$ cat src/rtl/core/atb_pkg.sv
// Package for the ATA task-file command builder: payload and job types,
// register indexes, error codes, opcodes and the divide-by-63 constants.
// No dependencies.
`timescale 1ns / 1ps

package atb_pkg;

	// Default depth of the job queue between front and back end
	localparam int QUEUE_DEPTH_DEF = 4;

	// Task-file register indexes
	localparam logic [2:0] REG_COUNT    = 3'd0;
	localparam logic [2:0] REG_LBA_LOW  = 3'd1;
	localparam logic [2:0] REG_LBA_MID  = 3'd2;
	localparam logic [2:0] REG_LBA_HIGH = 3'd3;
	localparam logic [2:0] REG_DRIVE    = 3'd4;
	localparam logic [2:0] REG_COMMAND  = 3'd5;
	localparam logic [2:0] REG_CONTROL  = 3'd6;

	// Error codes
	localparam logic [1:0] ERR_NONE      = 2'd0;
	localparam logic [1:0] ERR_NO_DEVICE = 2'd1;
	localparam logic [1:0] ERR_RANGE     = 2'd2;
	localparam logic [1:0] ERR_NO_LBA48  = 2'd3;

	// Configuration register indexes
	localparam logic [2:0] CFG_DEVICE_PRESENT = 3'd0;
	localparam logic [2:0] CFG_LAST_BLOCK     = 3'd1;
	localparam logic [2:0] CFG_LBA28_CAPABLE  = 3'd2;
	localparam logic [2:0] CFG_LBA48_CAPABLE  = 3'd3;
	localparam logic [2:0] CFG_SLAVE_DEVICE   = 3'd4;
	localparam logic [2:0] CFG_DMA_ENABLED    = 3'd5;
	localparam logic [2:0] CFG_CONTROL_BASE   = 3'd6;

	// Command opcodes
	localparam logic [7:0] CMD_READ_PIO      = 8'h20;
	localparam logic [7:0] CMD_READ_DMA      = 8'hC8;
	localparam logic [7:0] CMD_WRITE_PIO     = 8'h30;
	localparam logic [7:0] CMD_WRITE_DMA     = 8'hCA;
	localparam logic [7:0] CMD_READ_PIO_EXT  = 8'h24;
	localparam logic [7:0] CMD_READ_DMA_EXT  = 8'h25;
	localparam logic [7:0] CMD_WRITE_PIO_EXT = 8'h34;
	localparam logic [7:0] CMD_WRITE_DMA_EXT = 8'h35;

	// Drive select base values
	localparam logic [7:0] SEL_CHS = 8'hA0;
	localparam logic [7:0] SEL_LBA = 8'hE0;

	// Control register bits
	localparam logic [7:0] CTL_NIEN_CLR = 8'hFD;
	localparam logic [7:0] CTL_HOB_SET  = 8'h80;
	localparam logic [7:0] CTL_HOB_CLR  = 8'h7F;

	// x / 63 for x < 2^28: q = (x * RECIP_63) >> RECIP_SHIFT, low by at most one
	localparam logic [28:0] RECIP_63    = 29'd272696336;
	localparam int          RECIP_SHIFT = 34;
	localparam logic [6:0]  SECT_PER_TRK = 7'd63;

	typedef struct packed {
		logic        direction;
		logic [31:0] block_address;
		logic [7:0]  sector_count;
	} req_t;

	typedef struct packed {
		logic [2:0] register_index;
		logic [7:0] register_value;
		logic [1:0] error_code;
		logic       last;
	} res_t;

	typedef struct packed {
		logic        device_present;
		logic [31:0] last_block;
		logic        lba28_capable;
		logic        lba48_capable;
		logic        slave_device;
		logic        dma_enabled;
		logic [7:0]  control_base;
	} cfg_t;

	// Classified request, ready for the write sequencer
	typedef struct packed {
		logic [1:0] err;
		logic       lba48;
		logic [7:0] ctl;
		logic [7:0] sel;
		logic [7:0] hob_low;
		logic [7:0] cnt;
		logic [7:0] b0;
		logic [7:0] b1;
		logic [7:0] b2;
		logic [7:0] cmd;
	} job_t;

endpackage

$ cat src/rtl/core/atb_front.sv
// Front end: registers a request, checks it, picks the addressing mode and
// computes CHS geometry over two stages. Depends on atb_pkg.
`timescale 1ns / 1ps

module atb_front (
	input  logic          clk,
	input  logic          arst_n,
	input  logic          take,
	input  atb_pkg::req_t req,
	input  atb_pkg::cfg_t cfg,
	output logic          push,
	output atb_pkg::job_t job
);

	logic          valid_s1;
	atb_pkg::req_t req_s1;

	logic          valid_s2;
	atb_pkg::req_t req_s2;
	logic [1:0]    err_s2;
	logic          lba48_s2;
	logic          chs_s2;
	logic [22:0]   quot_s2;

	logic [1:0]    err_c;
	logic          lba48_c;
	logic [56:0]   prod_c;

	logic [27:0]   mul63_c;
	logic [27:0]   rem_full_c;
	logic [6:0]    rem_c;
	logic          fix_c;
	logic [22:0]   quot_c;
	logic [6:0]    rem_fix_c;
	logic [7:0]    sect_c;
	logic [3:0]    head_c;
	logic [7:0]    cmd_c;

	// Stage 1 capture
	always_ff @(posedge clk or negedge arst_n) begin
		if (!arst_n) begin
			valid_s1 <= 1'b0;
		end else begin
			valid_s1 <= take;
		end
	end

	always_ff @(posedge clk) begin
		if (take) begin
			req_s1 <= req;
		end
	end

	// Checks, in priority order, and the reciprocal multiply for CHS
	always_comb begin
		lba48_c = (req_s1.block_address[31:28] != 4'd0);
		if (!cfg.device_present) begin
			err_c = atb_pkg::ERR_NO_DEVICE;
		end else if (req_s1.block_address > cfg.last_block) begin
			err_c = atb_pkg::ERR_RANGE;
		end else if (lba48_c && !cfg.lba48_capable) begin
			err_c = atb_pkg::ERR_NO_LBA48;
		end else begin
			err_c = atb_pkg::ERR_NONE;
		end
	end

	assign prod_c = 57'(req_s1.block_address[27:0]) * 57'(atb_pkg::RECIP_63);

	always_ff @(posedge clk or negedge arst_n) begin
		if (!arst_n) begin
			valid_s2 <= 1'b0;
		end else begin
			valid_s2 <= valid_s1;
		end
	end

	always_ff @(posedge clk) begin
		if (valid_s1) begin
			req_s2   <= req_s1;
			err_s2   <= err_c;
			lba48_s2 <= lba48_c;
			chs_s2   <= !lba48_c && !cfg.lba28_capable;
			quot_s2  <= prod_c[56:atb_pkg::RECIP_SHIFT];
		end
	end

	// Remainder and one-step quotient correction
	assign mul63_c    = {quot_s2[21:0], 6'd0} - {5'd0, quot_s2};
	assign rem_full_c = req_s2.block_address[27:0] - mul63_c;
	assign rem_c      = rem_full_c[6:0];
	assign fix_c      = (rem_c >= atb_pkg::SECT_PER_TRK);
	assign quot_c     = fix_c ? quot_s2 + 23'd1 : quot_s2;
	assign rem_fix_c  = fix_c ? rem_c - atb_pkg::SECT_PER_TRK : rem_c;
	assign sect_c     = {1'b0, rem_fix_c} + 8'd1;

	// Head nibble of drive select
	always_comb begin
		if (lba48_s2) begin
			head_c = 4'd0;
		end else if (chs_s2) begin
			head_c = quot_c[3:0];
		end else begin
			head_c = req_s2.block_address[27:24];
		end
	end

	// Opcode selection
	always_comb begin
		case ({lba48_s2, req_s2.direction, cfg.dma_enabled})
			3'b000:  cmd_c = atb_pkg::CMD_READ_PIO;
			3'b001:  cmd_c = atb_pkg::CMD_READ_DMA;
			3'b010:  cmd_c = atb_pkg::CMD_WRITE_PIO;
			3'b011:  cmd_c = atb_pkg::CMD_WRITE_DMA;
			3'b100:  cmd_c = atb_pkg::CMD_READ_PIO_EXT;
			3'b101:  cmd_c = atb_pkg::CMD_READ_DMA_EXT;
			3'b110:  cmd_c = atb_pkg::CMD_WRITE_PIO_EXT;
			3'b111:  cmd_c = atb_pkg::CMD_WRITE_DMA_EXT;
			default: cmd_c = atb_pkg::CMD_READ_PIO;
		endcase
	end

	// Job assembly
	always_comb begin
		job.err     = err_s2;
		job.lba48   = lba48_s2;
		job.ctl     = cfg.control_base & atb_pkg::CTL_NIEN_CLR;
		job.sel     = {3'd0, cfg.slave_device, 4'd0}
			| (chs_s2 ? atb_pkg::SEL_CHS : atb_pkg::SEL_LBA) | {4'd0, head_c};
		job.hob_low = req_s2.block_address[31:24];
		job.cnt     = req_s2.sector_count;
		if (chs_s2) begin
			job.b0 = sect_c;
			job.b1 = quot_c[11:4];
			job.b2 = quot_c[19:12];
		end else begin
			job.b0 = req_s2.block_address[7:0];
			job.b1 = req_s2.block_address[15:8];
			job.b2 = req_s2.block_address[23:16];
		end
		job.cmd     = cmd_c;
	end

	assign push = valid_s2;

endmodule

$ cat src/rtl/core/atb_queue.sv
// Small FIFO of classified jobs between front and back end.
// Depends on atb_pkg.
`timescale 1ns / 1ps

module atb_queue #(
	parameter int DEPTH = atb_pkg::QUEUE_DEPTH_DEF
) (
	input  logic          clk,
	input  logic          arst_n,
	input  logic          push,
	input  atb_pkg::job_t push_job,
	input  logic          pop,
	output logic          valid,
	output atb_pkg::job_t head
);

	localparam int PW = $clog2(DEPTH);
	localparam int CW = $clog2(DEPTH + 1);

	atb_pkg::job_t   mem_q [DEPTH];
	logic [PW-1:0]   wr_ptr_q;
	logic [PW-1:0]   rd_ptr_q;
	logic [CW-1:0]   count_q;

	// Pointer and fill tracking
	always_ff @(posedge clk or negedge arst_n) begin
		if (!arst_n) begin
			wr_ptr_q <= '0;
			rd_ptr_q <= '0;
			count_q  <= '0;
		end else begin
			if (push) begin
				wr_ptr_q <= (wr_ptr_q == PW'(DEPTH - 1)) ? '0 : wr_ptr_q + PW'(1);
			end
			if (pop) begin
				rd_ptr_q <= (rd_ptr_q == PW'(DEPTH - 1)) ? '0 : rd_ptr_q + PW'(1);
			end
			if (push && !pop) begin
				count_q <= count_q + CW'(1);
			end else if (pop && !push) begin
				count_q <= count_q - CW'(1);
			end
		end
	end

	always_ff @(posedge clk) begin
		if (push) begin
			mem_q[wr_ptr_q] <= push_job;
		end
	end

	assign valid = (count_q != '0);
	assign head  = mem_q[rd_ptr_q];

endmodule

$ cat src/rtl/core/atb_back.sv
// Back end: walks the task-file write sequence of the job at the queue head,
// one register write per cycle, into a registered result. Depends on atb_pkg.
`timescale 1ns / 1ps

module atb_back (
	input  logic          clk,
	input  logic          arst_n,
	input  logic          job_valid,
	input  atb_pkg::job_t job,
	output logic          pop,
	output logic          res_strobe,
	output atb_pkg::res_t res
);

	// Sequencer steps
	localparam logic [3:0] ST_CTL      = 4'd0;
	localparam logic [3:0] ST_SEL      = 4'd1;
	localparam logic [3:0] ST_HOB_CTL  = 4'd2;
	localparam logic [3:0] ST_HOB_CNT  = 4'd3;
	localparam logic [3:0] ST_HOB_LOW  = 4'd4;
	localparam logic [3:0] ST_HOB_MID  = 4'd5;
	localparam logic [3:0] ST_HOB_HIGH = 4'd6;
	localparam logic [3:0] ST_CTL_LOW  = 4'd7;
	localparam logic [3:0] ST_CNT      = 4'd8;
	localparam logic [3:0] ST_LOW      = 4'd9;
	localparam logic [3:0] ST_MID      = 4'd10;
	localparam logic [3:0] ST_HIGH     = 4'd11;
	localparam logic [3:0] ST_CMD      = 4'd12;

	logic [3:0]    step_q;
	logic          failed;
	atb_pkg::res_t cur;

	assign failed = (job.err != atb_pkg::ERR_NONE);

	// Current write
	always_comb begin
		cur.error_code = job.err;
		cur.last       = failed || (step_q == ST_CMD);
		case (step_q)
			ST_CTL:      begin cur.register_index = atb_pkg::REG_CONTROL;
			             cur.register_value = job.ctl; end
			ST_SEL:      begin cur.register_index = atb_pkg::REG_DRIVE;
			             cur.register_value = job.sel; end
			ST_HOB_CTL:  begin cur.register_index = atb_pkg::REG_CONTROL;
			             cur.register_value = job.ctl | atb_pkg::CTL_HOB_SET; end
			ST_HOB_CNT:  begin cur.register_index = atb_pkg::REG_COUNT;
			             cur.register_value = 8'd0; end
			ST_HOB_LOW:  begin cur.register_index = atb_pkg::REG_LBA_LOW;
			             cur.register_value = job.hob_low; end
			ST_HOB_MID:  begin cur.register_index = atb_pkg::REG_LBA_MID;
			             cur.register_value = 8'd0; end
			ST_HOB_HIGH: begin cur.register_index = atb_pkg::REG_LBA_HIGH;
			             cur.register_value = 8'd0; end
			ST_CTL_LOW:  begin cur.register_index = atb_pkg::REG_CONTROL;
			             cur.register_value = job.ctl & atb_pkg::CTL_HOB_CLR; end
			ST_CNT:      begin cur.register_index = atb_pkg::REG_COUNT;
			             cur.register_value = job.cnt; end
			ST_LOW:      begin cur.register_index = atb_pkg::REG_LBA_LOW;
			             cur.register_value = job.b0; end
			ST_MID:      begin cur.register_index = atb_pkg::REG_LBA_MID;
			             cur.register_value = job.b1; end
			ST_HIGH:     begin cur.register_index = atb_pkg::REG_LBA_HIGH;
			             cur.register_value = job.b2; end
			ST_CMD:      begin cur.register_index = atb_pkg::REG_COMMAND;
			             cur.register_value = job.cmd; end
			default:     begin cur.register_index = atb_pkg::REG_COUNT;
			             cur.register_value = 8'd0; end
		endcase
		// a rejected request gives one zero write to the count register
		if (failed) begin
			cur.register_index = atb_pkg::REG_COUNT;
			cur.register_value = 8'd0;
		end
	end

	assign pop = job_valid && cur.last;

	// Step advance; non-LBA48 jobs skip the high-order block
	always_ff @(posedge clk or negedge arst_n) begin
		if (!arst_n) begin
			step_q <= ST_CTL;
		end else if (job_valid) begin
			if (cur.last) begin
				step_q <= ST_CTL;
			end else if (step_q == ST_SEL && !job.lba48) begin
				step_q <= ST_CNT;
			end else begin
				step_q <= step_q + 4'd1;
			end
		end
	end

	// Output register
	always_ff @(posedge clk or negedge arst_n) begin
		if (!arst_n) begin
			res_strobe <= 1'b0;
		end else begin
			res_strobe <= job_valid;
		end
	end

	always_ff @(posedge clk) begin
		if (job_valid) begin
			res <= cur;
		end
	end

endmodule

$ cat src/rtl/core/ata_taskfile_command_builder.sv
// Top level of the ATA task-file command builder: configuration registers,
// admission control, and the front end / job queue / back end chain.
// Depends on atb_pkg, atb_front, atb_queue, atb_back.
//
//   channel   signals                        direction  transfer when
//   request   start, busy, request           in         start && !busy
//   result    result_strobe, result          out        result_strobe (one cycle)
//   config    cfg_we, cfg_index, cfg_data    in         cfg_we
//
// A request gives 13 writes for LBA48, 7 for LBA28 or CHS, and 1 when a
// check fails; the back-end sequencer issues one write per cycle, which
// sets the sustained rate. The first write passes the two front stages,
// the queue and the output register before it reaches the result ports.
// Requests are taken back to back until the queue plus the two front stages
// hold QUEUE_DEPTH jobs; busy is then high. Reset clears the configuration
// to zero and empties the pipeline. Results cannot be held off.
`timescale 1ns / 1ps

module ata_taskfile_command_builder #(
	parameter int QUEUE_DEPTH = atb_pkg::QUEUE_DEPTH_DEF
) (
	input  logic          clk,
	input  logic          arst_n,
	input  logic          start,
	output logic          busy,
	input  atb_pkg::req_t request,
	output logic          result_strobe,
	output atb_pkg::res_t result,
	input  logic          cfg_we,
	input  logic [2:0]    cfg_index,
	input  logic [31:0]   cfg_data
);

	localparam int OW = $clog2(QUEUE_DEPTH + 1);

	atb_pkg::cfg_t cfg_q;
	logic [OW-1:0] occ_q;
	logic          take;
	logic          push;
	logic          pop;
	logic          job_valid;
	atb_pkg::job_t front_job;
	atb_pkg::job_t head_job;

	// Configuration writes
	always_ff @(posedge clk or negedge arst_n) begin
		if (!arst_n) begin
			cfg_q <= '0;
		end else if (cfg_we) begin
			case (cfg_index)
				atb_pkg::CFG_DEVICE_PRESENT: cfg_q.device_present <= cfg_data[0];
				atb_pkg::CFG_LAST_BLOCK:     cfg_q.last_block     <= cfg_data;
				atb_pkg::CFG_LBA28_CAPABLE:  cfg_q.lba28_capable  <= cfg_data[0];
				atb_pkg::CFG_LBA48_CAPABLE:  cfg_q.lba48_capable  <= cfg_data[0];
				atb_pkg::CFG_SLAVE_DEVICE:   cfg_q.slave_device   <= cfg_data[0];
				atb_pkg::CFG_DMA_ENABLED:    cfg_q.dma_enabled    <= cfg_data[0];
				atb_pkg::CFG_CONTROL_BASE:   cfg_q.control_base   <= cfg_data[7:0];
				default:                     cfg_q                <= cfg_q;
			endcase
		end
	end

	// Jobs in flight: front stages plus queue, bounded by queue depth
	assign busy = (occ_q == OW'(QUEUE_DEPTH));
	assign take = start && !busy;

	always_ff @(posedge clk or negedge arst_n) begin
		if (!arst_n) begin
			occ_q <= '0;
		end else if (take && !pop) begin
			occ_q <= occ_q + OW'(1);
		end else if (pop && !take) begin
			occ_q <= occ_q - OW'(1);
		end
	end

	atb_front u_front (
		.clk    (clk),
		.arst_n (arst_n),
		.take   (take),
		.req    (request),
		.cfg    (cfg_q),
		.push   (push),
		.job    (front_job)
	);

	atb_queue #(
		.DEPTH (QUEUE_DEPTH)
	) u_queue (
		.clk      (clk),
		.arst_n   (arst_n),
		.push     (push),
		.push_job (front_job),
		.pop      (pop),
		.valid    (job_valid),
		.head     (head_job)
	);

	atb_back u_back (
		.clk        (clk),
		.arst_n     (arst_n),
		.job_valid  (job_valid),
		.job        (head_job),
		.pop        (pop),
		.res_strobe (result_strobe),
		.res        (result)
	);

	// Checks
	a_occ_bound: assert property (@(posedge clk) disable iff (!arst_n)
		occ_q <= OW'(QUEUE_DEPTH))
		else $error("in-flight job count exceeds queue depth");

	a_pop_has_job: assert property (@(posedge clk) disable iff (!arst_n)
		pop |-> job_valid && occ_q != '0)
		else $error("job retired with none in flight");

	a_err_single: assert property (@(posedge clk) disable iff (!arst_n)
		result_strobe && result.error_code != atb_pkg::ERR_NONE |->
		result.last && result.register_index == atb_pkg::REG_COUNT
		&& result.register_value == 8'd0)
		else $error("error result not a single zero write");

	a_take_counts: assert property (@(posedge clk) disable iff (!arst_n)
		take |=> occ_q != '0)
		else $error("transfer not counted as in flight");

endmodule

$ cat config.mk
export PLATFORM = sky130hd
export DESIGN_NAME = ata_taskfile_command_builder
export DESIGN_NICKNAME = d
export VERILOG_FILES = /design/src/rtl/core/atb_pkg.sv /design/src/rtl/core/atb_front.sv /design/src/rtl/core/atb_queue.sv /design/src/rtl/core/atb_back.sv /design/src/rtl/core/ata_taskfile_command_builder.sv
export SDC_FILE = /design/constraint.sdc
export NUM_CORES = 1
export LEC_CHECK = 0
export BUFFER_PORTS_ARGS = -buffer_cell sky130_fd_sc_hd__clkbuf_2
export CAP_MARGIN = 20
export CORE_AREA = 4 4 230 187
export CTS_CLUSTER_DIAMETER = 100
export DETAILED_ROUTE_END_ITERATION = 7
export DIE_AREA = 0 0 234 191
export PLACE_DENSITY_LB_ADDON = 0.15
export SLEW_MARGIN = 25
export SYNTH_ARGS = -nofsm -noshare
export SYNTH_HDL_FRONTEND = slang
export SYNTH_HIERARCHICAL = 1
export SYNTH_SLANG_ARGS = --single-unit
export TNS_END_PERCENT = 100
$ cat constraint.sdc
create_clock -name clk -period 4.8 [get_ports clk]
set_input_delay 0.24 -clock clk [delete_from_list [all_inputs] [get_ports clk]]
set_output_delay 0.24 -clock clk [all_outputs]
set_load 0.02 [all_outputs]
Yosys cells after proc, flatten, opt, wreduce, memory -nomap -nowiden. Memory sizes are Yosys's and may differ from the RTL's. Cells that the tools add are included. Widths: inputs -> output; s select.

Bits of input ports: 80. ROM bits: 64. Memories kept: 2. Output and inout port bits: 16. Logic and storage cells: 119. Flip-flop bits (word level): 182. Memory bits (writable): 264.

Magnitude comparators: 2. Muxes and demuxes: 19. $add $sub $neg: 12. Equal/unequal tests: 20. Multiply operators: 1. Bitwise operators: 2. Reduce and logical (&&, ||, !) cells: 32.

Memory list: u_queue.mem_q (depth 4, bits a word 66, read ports 1, clocked after Yosys merged registers in 0, wr ports 1, RTL line atb_queue.sv:20) `atb_pkg::job_t mem_q [DEPTH];`; (no name shown) (depth 8, bits a word 8, read ports 1, clocked after Yosys merged registers in 0, wr ports 0, RTL line atb_front.sv:110) `case ({lba48_s2, req_s2.direction, cfg.dma_enabled})`.

Operator list (count): $pmux 11 s12 (1); $mul 28x25->50 const B (1); $gt 32x32->1 (1); $mux 24 (1); $add 20x1->20 const B (1); $eq 4x4->1 const B (5); $mux 20 (1); $eq 4x3->1 const B (4); $mux 4 (4); $mux 7 (2); $reduce_and 2->1 (7); $sub 7x7->7 (2); $eq 3x3->1 const B (4); $mux 3 (4); $logic_and 1x1->1 (9); $add 7x1->8 const B (1); $logic_not 1->1 (8); $mux 2 (4); $or 5x8->8 (1); $or 8x4->8 (1); $ge 7x6->1 const B (1); $sub 7x6->7 const B (1); $add 3x1->3 const B (2); $eq 3x2->1 const B (2); 14 further kinds (20).

Depth between registers and ports, before layout.
Word-level depth: 7. Mapped depth: 19. Gate-level depth less buffers: 19.

Cells and area by module. Netlist, hierarchy kept.

By module, submodules not included: atb_queue (times used 1, cells each 387, area each 10088.4 µm², sequential area each 8222.9 µm²); atb_front (times used 1, cells each 832, area each 9150.0 µm², sequential area each 3233.1 µm²); ata_taskfile_command_builder (times used 1, cells each 118, area each 1920.6 µm², sequential area each 1201.2 µm²); atb_back (times used 1, cells each 148, area each 1440.1 µm², sequential area each 545.5 µm²).

Least setup slack after synthesis. Ideal clock, no wire load.

Path kind: reg2reg. Start: reg u_front/req_s1[15] in the netlist's numbering. End: reg u_front.quot_s2[13], data pin. Clock period less this slack: 4919 ps. Cell stages (with the launch flop): 20. Path buffers: 0. Slack: -119 ps. Required time: 4538 ps. Library setup time: 262 ps. Data arrival time: 4657 ps. Cell sequence: edfxtp_1 ha_1 inv_1 fa_1 inv_1 fa_1 inv_1 fa_1 inv_1 ha_1 ha_1 a211oi_1 o21ai_0 a32oi_1 a311oi_2 a221oi_2 a31oi_1 and4_4 a2111oi_4 xnor2_1.

Longest elaborated chain between the ends: 1.

Ends and longest elaborated chain: start: declaration (RTL line atb_front.sv:16) `atb_pkg::req_t req_s1;`; start signal: assignment (RTL line atb_front.sv:50) `req_s1 <= req;`; $mul 28x25->50 (RTL line atb_front.sv:68) `assign prod_c = 57'(req_s1.block_address[27:0]) * 57'(atb_pkg::RECIP_63);`; named net u_front.prod_c[47] (RTL line atb_front.sv:27) `logic [56:0] prod_c;`; end signal: assignment (RTL line atb_front.sv:84) `quot_s2 <= prod_c[56:atb_pkg::RECIP_SHIFT];`; end: declaration (RTL line atb_front.sv:23) `logic [22:0] quot_s2;`.

The timed path passes the listed nets, and every way through them passes these cells. A chain may end at the register's enable or synchronous reset.

Final worst setup path.
Start: reg u_front/req_s1[9] in the netlist's numbering. End: reg u_front.quot_s2[12], data pin.

The elaborated chain is that of the path after synthesis.

==> results.sh <==
export IMPL_ios=96
export IMPL_die_area_um2=44690
export IMPL_relSlewSlack=0.4177
export IMPL_drt_first_iter_violations=1112
export IMPL_drive_gt1_frac=0.2356
export IMPL_peakVddDrop_uv=398.4
export IMPL_setup_viol=5
export IMPL_slew_viol_final=0
export IMPL_ff2ff_setup_slack_ns=-0.12
export IMPL_vias=12900
export IMPL_wl_per_cell_um=22.31
export IMPL_drtPass1Iterations=5
export IMPL_num_rows=66
export IMPL_clockBufferDepth=3
export IMPL_fin_ws_ns=-0.1151
export IMPL_synth_area_um2=22560
export IMPL_drc_errors=0
export IMPL_netlist_instances=1483
export IMPL_critical_path_max_fanout=4
export IMPL_post_dp_cell_area_um2=23760
export IMPL_grt_pass1_vias=12940
export IMPL_rsz0062_at_grt="true"
export IMPL_tns_ns=-0.2956
export IMPL_p_per_area_nw_per_um2=706.6
export IMPL_core_area_um2=40550
export IMPL_numCtsBuffers=44
export IMPL_fmax_mhz=203.5
export IMPL_fillers=2853
export IMPL_die_y_um=191
export IMPL_start_util=0.5565
export IMPL_cts_tree="built"
export IMPL_io_buffers=95
export IMPL_min_period_ns=4.915
export IMPL_critPathKind="reg -> reg"
export IMPL_htreeDepth=2
export IMPL_die_x_um=234
export IMPL_viasPerCell=5.669
export IMPL_cap_violations=0
export IMPL_p_leak_nw=10.43
export IMPL_final_util=0.6433
export IMPL_hold_viol_final=0
export IMPL_regArea_um2=13180
export IMPL_clock_sinks=449
export IMPL_ant_nets=0
export IMPL_multi_input_area_um2=8571
export IMPL_cts_reportedPaths_clkPinSlew_ns=0.06
export IMPL_grt_pass1_wl_um=78570
export IMPL_final_nets=2009
export IMPL_syn_avg_cell_area_um2=15.21
export IMPL_final_cell_area_um2=26090
export IMPL_place_hpwl_um=35280
export IMPL_outcome="finished with violations"
export IMPL_tightestPinTransition_ns=0.8734
export IMPL_n_antenna_cell=0
export IMPL_worstPathArrival_ns=5.21
export IMPL_crit_required_ns=5.09
export IMPL_cts_root_buf="clkbuf_16"
export IMPL_cp_start_kind="register"
export IMPL_fin_crit_sh=1.024
export IMPL_drt_total_wl_um=50780
export IMPL_synth_warnings=6
export IMPL_clk_latency_ns=0.55
export IMPL_failed_checks="setup timing"
export IMPL_end_kind="register"
export IMPL_worstHoldPathType="in -> reg"
export IMPL_globalRouteOverflowTotal=0
export IMPL_syn_to_final_growth_pct=15.61
export IMPL_place_gp_congestion=0.8704
export IMPL_grt_start_max_net_pins=62
export IMPL_grt_usage=0.2342
export IMPL_clock_skew_final_ns=0.01521
export IMPL_antenna_found_initial=4
-- metrics by stage --
step / cells / power (W) / hold slack, ns / setup WS [ns]
after floorplan: 1484 / 0.01224 / -0.05559 / 0.001187
after global placement: 2112 / 0.01448 / 0.4018 / -0.1746
after detailed placement: 2112 / 0.01457 / 0.4045 / -0.2392
after CTS: 2271 / 0.01813 / 0.04905 / -0.03944
after global routing: 2276 / 0.01978 / 0.09038 / -0.2923
final: 2276 / 0.01843 / 0.08191 / -0.1151
-- registers in the layout, summed over array words and instances, names as in the netlist, 3 cells and up --
| signal | cells |
|---|---|
| u_front/req_s2 | 25 |
| u_front/job | 16 |
| occ_q | 3 |
| u_back/step_q | 4 |
| u_back/res | 14 |
| u_queue/count_q | 3 |
| u_front/quot_s2 | 20 |
| u_queue/mem_q | 268 |
| cfg_q | 44 |
| u_front/req_s1 | 41 |
-- cell usage in the layout (no fill, tap or decap), types with 14 or more instances in the layout --
cell	count
a21o_1	18
a21oi_1	54
buf_4	69
clkbuf_16	44
clkbuf_2	94
dfrtp_1	58
dlygate4sd3_1	73
edfxtp_1	388
fa_1	31
ha_1	194
inv_1	127
mux2_2	58
mux4_2	67
nand2_1	43
nand3_1	16
nor2_1	56
nor2b_1	14
o21ai_0	30
xnor2_1	33
xor2_1	22
-- metal layers --
layer / global-route usage / vias to the layer above / part of all wire
met3: 0.04663 / 55 / 0.077
li1: - / 5993 / -
met5: 0 / - / 0
met2: 0.3371 / 438 / 0.43
met1: 0.3744 / 6416 / 0.47
met4: 0.04523 / 0 / 0.016
-- final timing paths --
check | startpoint | to | cells after the start
min reg2reg | u_front/req_s1[1] | u_front/job[33] | 0
min in group asynchronous | arst_n | u_back/res_strobe | 3
max | u_front/req_s1[9] | u_front/quot_s2[12] | 21
max in group asynchronous | arst_n | u_queue/rd_ptr_q[0] | 3
min | cfg_index[2] | cfg_q[9] | 3
max reg2reg | u_front/req_s1[9] | u_front/quot_s2[12] | 21
-- where the power goes --
| group | internal, W | switching [W] | total [W] |
|---|---|---|---|
| logic | 0.00394 | 0.00495 | 0.00889 |
| registers | 0.00565 | 0.000566 | 0.00622 |
| clock network | 0.00189 | 0.00143 | 0.00333 |
-- layout make-up --
cell class,instances,share of cell area
Clock buffer,62,0.04672
Tap cell,544,0.02609
Sequential cell,449,0.5054
Inverter,132,0.01899
Multi-Input combinational cell,831,0.3286
Clock inverter,19,0.006571
Timing Repair Buffer,239,0.06763
-- critical path, cell delays in order, from the launching register on --
cell,delay [ns]
edfxtp_1,0.39
ha_1,0.33
inv_2,0.04
fa_1,0.49
inv_2,0.06
fa_1,0.54
inv_2,0.04
fa_1,0.49
inv_2,0.05
ha_4,0.26
ha_4,0.19
a211oi_2,0.25
o21ai_2,0.09
a32oi_2,0.25
a311oi_4,0.08
buf_4,0.19
a221oi_4,0.27
a31oi_2,0.14
buf_4,0.17
a21oi_4,0.11
o21bai_1,0.09
xor2_1,0.15
-- what timing repair did --
action,4_1_cts,5_1_grt
endpoints found under the setup margin,7,12
hold endpoints to repair,139,0
gates cloned,0,0
resized for setup,6,16
hold buffers,73,0
pin swaps,19,21
buffers inserted,5,6
Power figures use the tool's default switching activity.
